<file path="config.mk">
export PLATFORM = sky130hd
export DESIGN_NAME = four_register_eight_bit_cpu
export DESIGN_NICKNAME = d
export VERILOG_FILES = /design/src/design/frc_pkg.sv /design/src/design/frc_ctrl.sv /design/src/design/frc_dp.sv /design/src/design/four_register_eight_bit_cpu.sv
export VERILOG_INCLUDE_DIRS = /design/src /design/src/design
export SDC_FILE = /design/constraint.sdc
export NUM_CORES = 1
export LEC_CHECK = 0
export BUFFER_PORTS_ARGS = -buffer_cell sky130_fd_sc_hd__buf_2
export CAP_MARGIN = 25
export CORE_MARGIN = 3
export CORE_UTILIZATION = 30
export DETAILED_ROUTE_END_ITERATION = 8
export HOLD_SLACK_MARGIN = 0.1
export SYNTH_ARGS = -nofsm -noshare
export SYNTH_HDL_FRONTEND = slang
export SYNTH_HIERARCHICAL = 1
export SYNTH_SLANG_ARGS = --single-unit
export TNS_END_PERCENT = 30
</file>
<file path="constraint.sdc">
create_clock -name clk -period 3.4 [get_ports clk]
set_input_delay 1.02 -clock clk [delete_from_list [all_inputs] [get_ports clk]]
set_output_delay 1.02 -clock clk [all_outputs]
set_load 0.02 [all_outputs]
</file>
<file path="src/design/four_register_eight_bit_cpu_macros.svh">
// ----------------------------------------------------------------------------
// Assertion macros for the four-register eight-bit CPU
// Each macro takes a label, an antecedent and a consequent; the clock is clk
// and the check is off while arst_n is low.
// ----------------------------------------------------------------------------
`ifndef FOUR_REGISTER_EIGHT_BIT_CPU_MACROS_SVH
`define FOUR_REGISTER_EIGHT_BIT_CPU_MACROS_SVH

`ifndef SYNTHESIS
// Consequent must hold in the same cycle
`define FRC_ASSERT_SAME(lbl, ante, cons) \
	lbl: assert property (@(posedge clk) disable iff (!arst_n) (ante) |-> (cons)) \
		else $error("assertion failed: same-cycle check");
// Consequent must hold in the following cycle
`define FRC_ASSERT_NEXT(lbl, ante, cons) \
	lbl: assert property (@(posedge clk) disable iff (!arst_n) (ante) |=> (cons)) \
		else $error("assertion failed: next-cycle check");
`else
`define FRC_ASSERT_SAME(lbl, ante, cons)
`define FRC_ASSERT_NEXT(lbl, ante, cons)
`endif

`endif

</file>
<file path="src/design/frc_pkg.sv">
// ----------------------------------------------------------------------------
// frc_pkg
// Shared types and codes for the four-register eight-bit CPU: command and
// opcode codes, controller states and the controller/datapath interface.
// ----------------------------------------------------------------------------
package frc_pkg;

	// Item commands
	localparam logic [1:0] CMD_LOAD    = 2'b00;
	localparam logic [1:0] CMD_RESTART = 2'b01;
	localparam logic [1:0] CMD_STEP    = 2'b10;

	// Instruction opcodes, bits 7..6 of the instruction byte
	localparam logic [1:0] OP_ADD = 2'b00;
	localparam logic [1:0] OP_OUT = 2'b01;
	localparam logic [1:0] OP_LI  = 2'b10;
	localparam logic [1:0] OP_BNE = 2'b11;

	localparam int unsigned STORE_DEPTH = 16;
	localparam int unsigned RF_DEPTH    = 4;
	localparam logic [7:0]  START_RESET = 8'd1;

	typedef enum logic [2:0] {
		ST_IDLE,
		ST_FETCH,
		ST_RD_A,
		ST_RD_B,
		ST_RD_Z,
		ST_EXEC,
		ST_DONE
	} frc_state_t;

	// Register file read address select
	typedef enum logic [1:0] {
		RSEL_A,
		RSEL_B,
		RSEL_ZERO
	} frc_rsel_t;

	// Controller to datapath commands
	typedef struct packed {
		logic      store_we;
		logic      restart;
		logic      clear_res;
		logic      fetch;
		frc_rsel_t rsel;
		logic      cap_a;
		logic      cap_b;
		logic      exec;
		logic      load_out;
	} frc_cmd_t;

	// Datapath to controller status
	typedef struct packed {
		logic halted;
	} frc_sts_t;

endpackage

</file>
<file path="src/design/frc_ctrl.sv">
// ----------------------------------------------------------------------------
// frc_ctrl
// Controller state machine: takes items, sequences fetch, register reads
// and execute, and owns the result handshake.
// ----------------------------------------------------------------------------
`include "four_register_eight_bit_cpu_macros.svh"

module frc_ctrl import frc_pkg::*; (
	input  logic       clk,
	input  logic       arst_n,
	input  logic       in_valid,
	output logic       in_ready,
	input  logic [1:0] command,
	output logic       res_valid,
	input  logic       res_ready,
	input  frc_sts_t   sts,
	output frc_cmd_t   cmd
);

	frc_state_t state_q;
	frc_state_t state_nxt;
	logic       res_valid_q;
	logic       out_free;

	assign out_free  = !res_valid_q || res_ready;
	assign res_valid = res_valid_q;

	// Advance state
	always_ff @(posedge clk or negedge arst_n) begin
		if (!arst_n) begin
			state_q     <= ST_IDLE;
			res_valid_q <= 1'b0;
		end else begin
			state_q     <= state_nxt;
			res_valid_q <= cmd.load_out || (res_valid_q && !res_ready);
		end
	end

	// Next state
	always_comb begin
		state_nxt = state_q;
		case (state_q)
			ST_IDLE: begin
				if (in_valid) begin
					if (command == CMD_STEP && !sts.halted) state_nxt = ST_FETCH;
					else state_nxt = ST_DONE;
				end
			end
			ST_FETCH: state_nxt = ST_RD_A;
			ST_RD_A:  state_nxt = ST_RD_B;
			ST_RD_B:  state_nxt = ST_RD_Z;
			ST_RD_Z:  state_nxt = ST_EXEC;
			ST_EXEC:  state_nxt = ST_DONE;
			ST_DONE: begin
				if (out_free) state_nxt = ST_IDLE;
			end
			default:  state_nxt = ST_IDLE;
		endcase
	end

	// Outputs
	always_comb begin
		cmd      = '0;
		cmd.rsel = RSEL_A;
		in_ready = 1'b0;
		case (state_q)
			ST_IDLE: begin
				in_ready = 1'b1;
				if (in_valid) begin
					cmd.clear_res = 1'b1;
					cmd.store_we  = (command == CMD_LOAD);
					cmd.restart   = (command == CMD_RESTART);
				end
			end
			ST_FETCH: cmd.fetch = 1'b1;
			ST_RD_A:  cmd.rsel = RSEL_A;
			ST_RD_B: begin
				cmd.rsel  = RSEL_B;
				cmd.cap_a = 1'b1;
			end
			ST_RD_Z: begin
				cmd.rsel  = RSEL_ZERO;
				cmd.cap_b = 1'b1;
			end
			ST_EXEC:  cmd.exec = 1'b1;
			ST_DONE:  cmd.load_out = out_free;
			default: begin
				cmd = '0;
			end
		endcase
	end

	// Checks
	`FRC_ASSERT_NEXT(a_busy_after_accept, in_valid && in_ready, !in_ready)
	`FRC_ASSERT_SAME(a_load_out_free, cmd.load_out, !res_valid_q || res_ready)
	`FRC_ASSERT_SAME(a_no_fetch_halted, state_q == ST_FETCH, !sts.halted)
	`FRC_ASSERT_NEXT(a_exec_then_done, cmd.exec, state_q == ST_DONE)

endmodule

</file>
<file path="src/design/frc_dp.sv">
// ----------------------------------------------------------------------------
// frc_dp
// Datapath: program store, register file with one registered read port,
// program counter, operand registers, adder, branch compare and the result
// register.
// ----------------------------------------------------------------------------
module frc_dp import frc_pkg::*; (
	input  logic       clk,
	input  logic       arst_n,
	input  frc_cmd_t   cmd,
	output frc_sts_t   sts,
	input  logic       cfg_valid,
	input  logic [7:0] cfg_data,
	input  logic [3:0] load_address,
	input  logic [7:0] load_data,
	output logic       out_valid,
	output logic [1:0] out_index,
	output logic [7:0] out_value,
	output logic [4:0] next_address,
	output logic       halted
);

	logic [7:0] prog_mem [STORE_DEPTH];
	logic [7:0] rf_mem [RF_DEPTH];
	logic [RF_DEPTH-1:0] rf_vld_q;

	logic [7:0] start_q;
	logic [4:0] pc_q;
	logic [7:0] instr_q;
	logic [7:0] rf_rd_q;
	logic [7:0] opa_q;
	logic [7:0] opb_q;
	logic       shown_q;
	logic [1:0] idx_q;
	logic [7:0] val_q;

	logic [1:0] op;
	logic [1:0] dst;
	logic [1:0] srca;
	logic [1:0] srcb;
	logic [1:0] raddr;
	logic       rf_we;
	logic [1:0] rf_waddr;
	logic [7:0] rf_wdata;
	logic [4:0] pc_nxt;

	logic       out_valid_q;
	logic [1:0] out_index_q;
	logic [7:0] out_value_q;
	logic [4:0] next_address_q;
	logic       halted_q;

	assign op   = instr_q[7:6];
	assign dst  = instr_q[5:4];
	assign srca = instr_q[3:2];
	assign srcb = instr_q[1:0];

	assign sts.halted = pc_q[4];

	// Select register read address
	always_comb begin
		case (cmd.rsel)
			RSEL_A:    raddr = srca;
			RSEL_B:    raddr = srcb;
			RSEL_ZERO: raddr = 2'd0;
			default:   raddr = 2'd0;
		endcase
	end

	// Register write port and next program counter
	always_comb begin
		rf_we    = 1'b0;
		rf_waddr = dst;
		rf_wdata = opa_q + opb_q;
		pc_nxt   = pc_q + 5'd1;
		if (cmd.restart) begin
			rf_we    = 1'b1;
			rf_waddr = 2'd0;
			rf_wdata = start_q;
		end else if (cmd.exec) begin
			case (op)
				OP_ADD: rf_we = 1'b1;
				OP_LI: begin
					rf_we    = 1'b1;
					rf_wdata = {4'b0000, instr_q[3:0]};
				end
				OP_BNE: begin
					// rf_rd_q holds R0 here
					if (rf_rd_q != opb_q) pc_nxt = {1'b0, instr_q[5:2]};
				end
				default: rf_we = 1'b0;
			endcase
		end
	end

	// Program store: write on load, registered read at the program counter
	always_ff @(posedge clk) begin
		if (cmd.store_we) prog_mem[load_address] <= load_data;
		if (cmd.fetch) instr_q <= prog_mem[pc_q[3:0]];
	end

	// Register file storage and registered read; invalid entries read zero
	always_ff @(posedge clk) begin
		if (rf_we) rf_mem[rf_waddr] <= rf_wdata;
		rf_rd_q <= rf_vld_q[raddr] ? rf_mem[raddr] : 8'd0;
	end

	// Capture operands
	always_ff @(posedge clk) begin
		if (cmd.cap_a) opa_q <= rf_rd_q;
		if (cmd.cap_b) opb_q <= rf_rd_q;
	end

	// Control registers: start value, program counter, register valid bits
	always_ff @(posedge clk or negedge arst_n) begin
		if (!arst_n) begin
			start_q  <= START_RESET;
			pc_q     <= '0;
			rf_vld_q <= '0;
		end else begin
			if (cfg_valid) start_q <= cfg_data;
			if (cmd.restart) begin
				pc_q     <= '0;
				rf_vld_q <= {{(RF_DEPTH-1){1'b0}}, 1'b1};
			end else begin
				if (cmd.exec) pc_q <= pc_nxt;
				if (rf_we) rf_vld_q[rf_waddr] <= 1'b1;
			end
		end
	end

	// Hold the out-instruction report for this item
	always_ff @(posedge clk) begin
		if (cmd.clear_res) begin
			shown_q <= 1'b0;
			idx_q   <= 2'd0;
			val_q   <= 8'd0;
		end else if (cmd.exec && op == OP_OUT) begin
			shown_q <= 1'b1;
			idx_q   <= srca;
			val_q   <= opa_q;
		end
	end

	// Result register
	always_ff @(posedge clk) begin
		if (cmd.load_out) begin
			out_valid_q    <= shown_q;
			out_index_q    <= idx_q;
			out_value_q    <= val_q;
			next_address_q <= pc_q;
			halted_q       <= pc_q[4];
		end
	end

	assign out_valid    = out_valid_q;
	assign out_index    = out_index_q;
	assign out_value    = out_value_q;
	assign next_address = next_address_q;
	assign halted       = halted_q;

endmodule

</file>
<file path="src/design/four_register_eight_bit_cpu.sv">
// ----------------------------------------------------------------------------
// four_register_eight_bit_cpu
// Minimal four-instruction processor with a 16-byte program store.
// ----------------------------------------------------------------------------
// Each item is a load (write one program byte), a restart (clear PC and
// registers, R0 takes start_value) or a step (run one instruction), and each
// yields exactly one result item carrying the out-instruction report, the
// program counter after the item and the halted flag. One item is in work at
// a time: load, restart, unused commands and a step while halted go from
// acceptance straight to the result, and a step passes through fetch, three
// reads through the register file's single read port, execute and result.
// The result sits in an output register, so a new item is taken as soon as
// the previous result is registered, even while it waits to be taken.
// start_value may be written on the cfg port at any cycle; it is always ready.
// ----------------------------------------------------------------------------
module four_register_eight_bit_cpu import frc_pkg::*; (
	input  logic       clk,
	input  logic       arst_n,
	input  logic       cfg_valid,
	output logic       cfg_ready,
	input  logic [7:0] cfg_data,
	input  logic       in_valid,
	output logic       in_ready,
	input  logic [1:0] command,
	input  logic [3:0] load_address,
	input  logic [7:0] load_data,
	output logic       res_valid,
	input  logic       res_ready,
	output logic       out_valid,
	output logic [1:0] out_index,
	output logic [7:0] out_value,
	output logic [4:0] next_address,
	output logic       halted
);

	frc_cmd_t cmd;
	frc_sts_t sts;

	assign cfg_ready = 1'b1;

	frc_ctrl u_ctrl (
		.clk       (clk),
		.arst_n    (arst_n),
		.in_valid  (in_valid),
		.in_ready  (in_ready),
		.command   (command),
		.res_valid (res_valid),
		.res_ready (res_ready),
		.sts       (sts),
		.cmd       (cmd)
	);

	frc_dp u_dp (
		.clk          (clk),
		.arst_n       (arst_n),
		.cmd          (cmd),
		.sts          (sts),
		.cfg_valid    (cfg_valid),
		.cfg_data     (cfg_data),
		.load_address (load_address),
		.load_data    (load_data),
		.out_valid    (out_valid),
		.out_index    (out_index),
		.out_value    (out_value),
		.next_address (next_address),
		.halted       (halted)
	);

endmodule

</file>
==> impl_metrics.csv <==
group,metric,value,unit
route,drt-total-wl,19.60,mm
worst_hold_path,whs_path_depth,0,
critical_path,cp_top_family,"flip-flops",
logic_synthesis,yosys_warnings,6,
critical_path,r2r_end,"u_dp/rf_mem[3][6]",
critical_path,critPathMaxStageDelay,0.50,ns
logic_synthesis,synth_nets,590,
logic_synthesis,async_reset_ff_frac,0.08750,
critical_path,critPathArrivalTime,1.54,ns
cells_and_area,syn2layout_area_growth,17.03,%
critical_path,crit_type,"reg -> out",
clock_tree,cts_tree,"built",
logic_synthesis,synthFlopType,"edfxtp_1",
route,routedWlPerCell,18.83,µm
logic_synthesis,yosys.area.top_type_share,0.6284,
critical_path,critPathCaptureType,"output pin",
logic_synthesis,yosysMostFrequentCell,"edfxtp_1",
cells_and_area,drive_gt1_frac,0.2527,
cells_and_area,antennaDiodeCount,0,
logic_synthesis,synthAdderAreaFrac,0.01257,
power,combPwrFrac,0.231,
timing,setup_slack,0.8374,ns
power,p_int,6.272,mW
route,drc,0,
worst_hold_path,hold_path.startpoint,"u_dp/val_q[0]",
power,p_per_area,786.2,nW/µm²
timing,finalMaxSlewViolations,0,
timing,fin_crit_sh,0.7537,
critical_path,critPathSlowestCell,"dfrtp_1",
grt,top_usage_layer,"met2",
outcome,status,"finished, final reports clean",
logic_synthesis,synth_edf_count,200,
power,vdd_drop_max,0.0004610,V
timing,fin_setup_tns,0,ns
grt,grt_pass1_vias,5036,
cells_and_area,fin_cells,1041,
critical_path,cp.buffers_inverters,1,
logic_synthesis,synth_compound_area_frac,0.04595,
power,clkPwrFrac,0.307,
logic_synthesis,synth_cell_types,54,
logic_synthesis,synth_mux_area_frac,0.1214,
floorplanning,die_width,184.5,µm
placement,place_hpwl,12.96,mm
route,vias,4999,
logic_synthesis,yosysTopAreaCell,"edfxtp_1",
grt,grt_util_met1,0.1580,
clock_tree,clockBufferDepth,3,
grt,antenna_found_initial,0,
clock_tree,postCtsSetupBuffers,0,
clock_tree,cts.hold.buffers_added,0,
timing,rsz0062_at_grt,"no",
critical_path,reg2reg_from,"u_dp/opb_q[0]",
timing,max_freq,390.2,MHz
logic_synthesis,synth_area_leaders,"edfxtp_1 (63%), mux4_2 (8.7%), dfrtp_1 (5.2%)",
cells_and_area,fin_util,0.3609,
floorplanning,start_util,0.3084,
power,switching_share,0.2867,
placement,gp_congestion,0.8031,
placement,place_ws,0.7093,ns
cells_and_area,num-nets-final,666,
grt,grt_use_total,0.1150,
worst_hold_path,hp-class,"reg -> reg",
logic_synthesis,yosysSeqAreaShare,0.7234,
critical_path,cp-endpoint,"in_ready",
clock_tree,cts_resized,0,
critical_path,crit_start,"u_ctrl/state_q[1]",
logic_synthesis,synth_top_family_by_area,"multiplexers",
grt,grt_pass1_wl,30.15,mm
cells_and_area,nFillCells,2895,
logic_synthesis,synth_xor_area_frac,0.01191,
clock_tree,cts.clk_slew.worst_paths,0.06,ns
route,drt-initial-drc-count,316,
critical_path,crit_fanout,12,
floorplanning,design.die.area,34030,µm²
job,maxCapViolCount,0,
logic_synthesis,synthCells,554,
critical_path,ff2ff_path_depth,8,
timing,finalHoldViolCount,0,
floorplanning,rows,64,
power,power.switching,2.521,mW
clock_tree,clock_latency,0.53,ns
floorplanning,chipHeight,184.5,µm
critical_path,path_cells,"nor3_1 > buf_2",
logic_synthesis,synthSimpleGateAreaFrac,0.06874,
logic_synthesis,ys_ff_latch,240,
timing,worst_pin_slew,0.8998,ns
logic_synthesis,synth_common_cells,"edfxtp_1 (200), nand2_1 (40), mux4_2 (37)",
grt,use_met3,0.01934,
placement,port_buffers,45,
clock_tree,ctsHtreeMaxLevel,1,
logic_synthesis,syn_area_per_cell,17.25,µm²
critical_path,rrSetupSlack,0.84,ns
grt,grt_overflow_total,0,
grt,grtUsageMet2,0.1904,
clock_tree,cts.sinks,240,
floorplanning,core-area,30990,µm²
critical_path,crit_cells,2,
timing,max_slew_margin,0.4001,
route,vias_per_cell,4.802,
power,p_leak,3.869,nW
grt,grt_max_degree,24,
logic_synthesis,netlist_area,9557,µm²
route,ant_nets,0,
timing,skew,0.02308,ns
clock_tree,numCtsBuffers,24,
power,pwr-share-seq,0.462,
floorplanning,io_pins,47,
clock_tree,root_buffer,"clkbuf_16",
timing,fin_crit,2.563,ns
critical_path,cp-start-kind,"flip-flop",
timing,setup_viol,0,
route,first_pass_iters,4,
placement,dp_cells,1000,
critical_path,required,2.38,ns
area by class of cell:
type	count	area, µm²	share of cell area
clock inverters	13	172.7	0.01544
clock buffers	28	625.6	0.05593
well taps	396	495.5	0.04430
repair buffers	73	447.9	0.04005
inverters	8	30.03	0.002685
flip-flops and latches	240	6914	0.6182
multi-input cells	283	2499	0.2234
cell usage in the layout, fill, tap and decap left out, types with 13 or more instances in the layout:
cell type	n
edfxtp_1	200
buf_2	45
nand2_1	40
mux4_2	37
buf_4	27
a21oi_1	26
nor2_1	25
clkbuf_16	24
dfrtp_1	19
dfxtp_1	19
nor2b_1	13
metrics by stage:
step | hold slack (ns) | cell area [µm²] | power, mW
floorplan | 0.4081 | 9557 | 5.520
global placement | 0.4121 | 10390 | 6.163
detailed placement | 0.4159 | 10390 | 6.180
CTS | 0.4311 | 11180 | 8.899
global route | 0.4364 | 11180 | 9.244
finish | 0.4331 | 11180 | 8.793
kinds of logic after synthesis:
family	Yosys count
AO/OA/AOI/OAI	69
XOR/XNOR	13
adder cells (fa/ha/maj)	9
buffers and inverters	31
flip-flops	240
multiplexers	62
other	1
AND/OR/NAND/NOR	129
power by group through the flow:
stage | combinational, mW | sequential, mW | clock (mW)
global route | 2.23 | 4.12 | 2.89
CTS | 2.06 | 4.07 | 2.77
floorplan | 1.54 | 3.98 | 0
finish | 2.03 | 4.07 | 2.70
detailed placement | 2.05 | 4.13 | 0
global placement | 2.04 | 4.12 | 0
layer usage:
metal	vias up	share of wire
met5	-	0
met4	0	0.024
met3	37	0.041
met2	107	0.47
met1	2544	0.46
li1	2311	-
how the worst min path moves through the flow:
stage / end
5_1_grt: u_dp/out_value[0]
2_1_floorplan: u_dp/out_index[0]
6_report: u_dp/out_value[0]
4_1_cts: u_dp/out_value[0]
3_5_place_dp: u_dp/out_value[0]
3_3_place_gp: u_dp/out_value[1]
registers in the layout (all words and copies together) (netlist names):
| register | flops |
|---|---|
| u_dp/prog_mem | 128 |
| u_dp/rf_mem | 32 |
| u_dp/instr_q | 8 |
| u_dp/opa_q | 8 |
| u_dp/opb_q | 8 |
| u_dp/out_value | 8 |
| u_dp/rf_rd_q | 8 |
| u_dp/start_q | 8 |
| u_dp/val_q | 8 |
| u_dp/next_address | 5 |
| u_dp/pc_q | 5 |
| u_dp/rf_vld_q | 4 |
| u_ctrl/state_q | 3 |
| u_dp/idx_q | 2 |
| u_dp/out_index | 2 |
| u_ctrl/res_valid | 1 |
| u_dp/out_valid | 1 |
| u_dp/shown_q | 1 |
worst register-to-register path: cells and delay by family (launching register included):
family / cells / cell delay, ns
flip-flops: 1 / 0.37
buffers and inverters: 1 / 0.07
AO/OA/AOI/OAI: 3 / 0.98
adder cells (fa/ha/maj): 2 / 0.66
AND/OR/NAND/NOR: 2 / 0.19
Power figures use the tool's default switching activity.
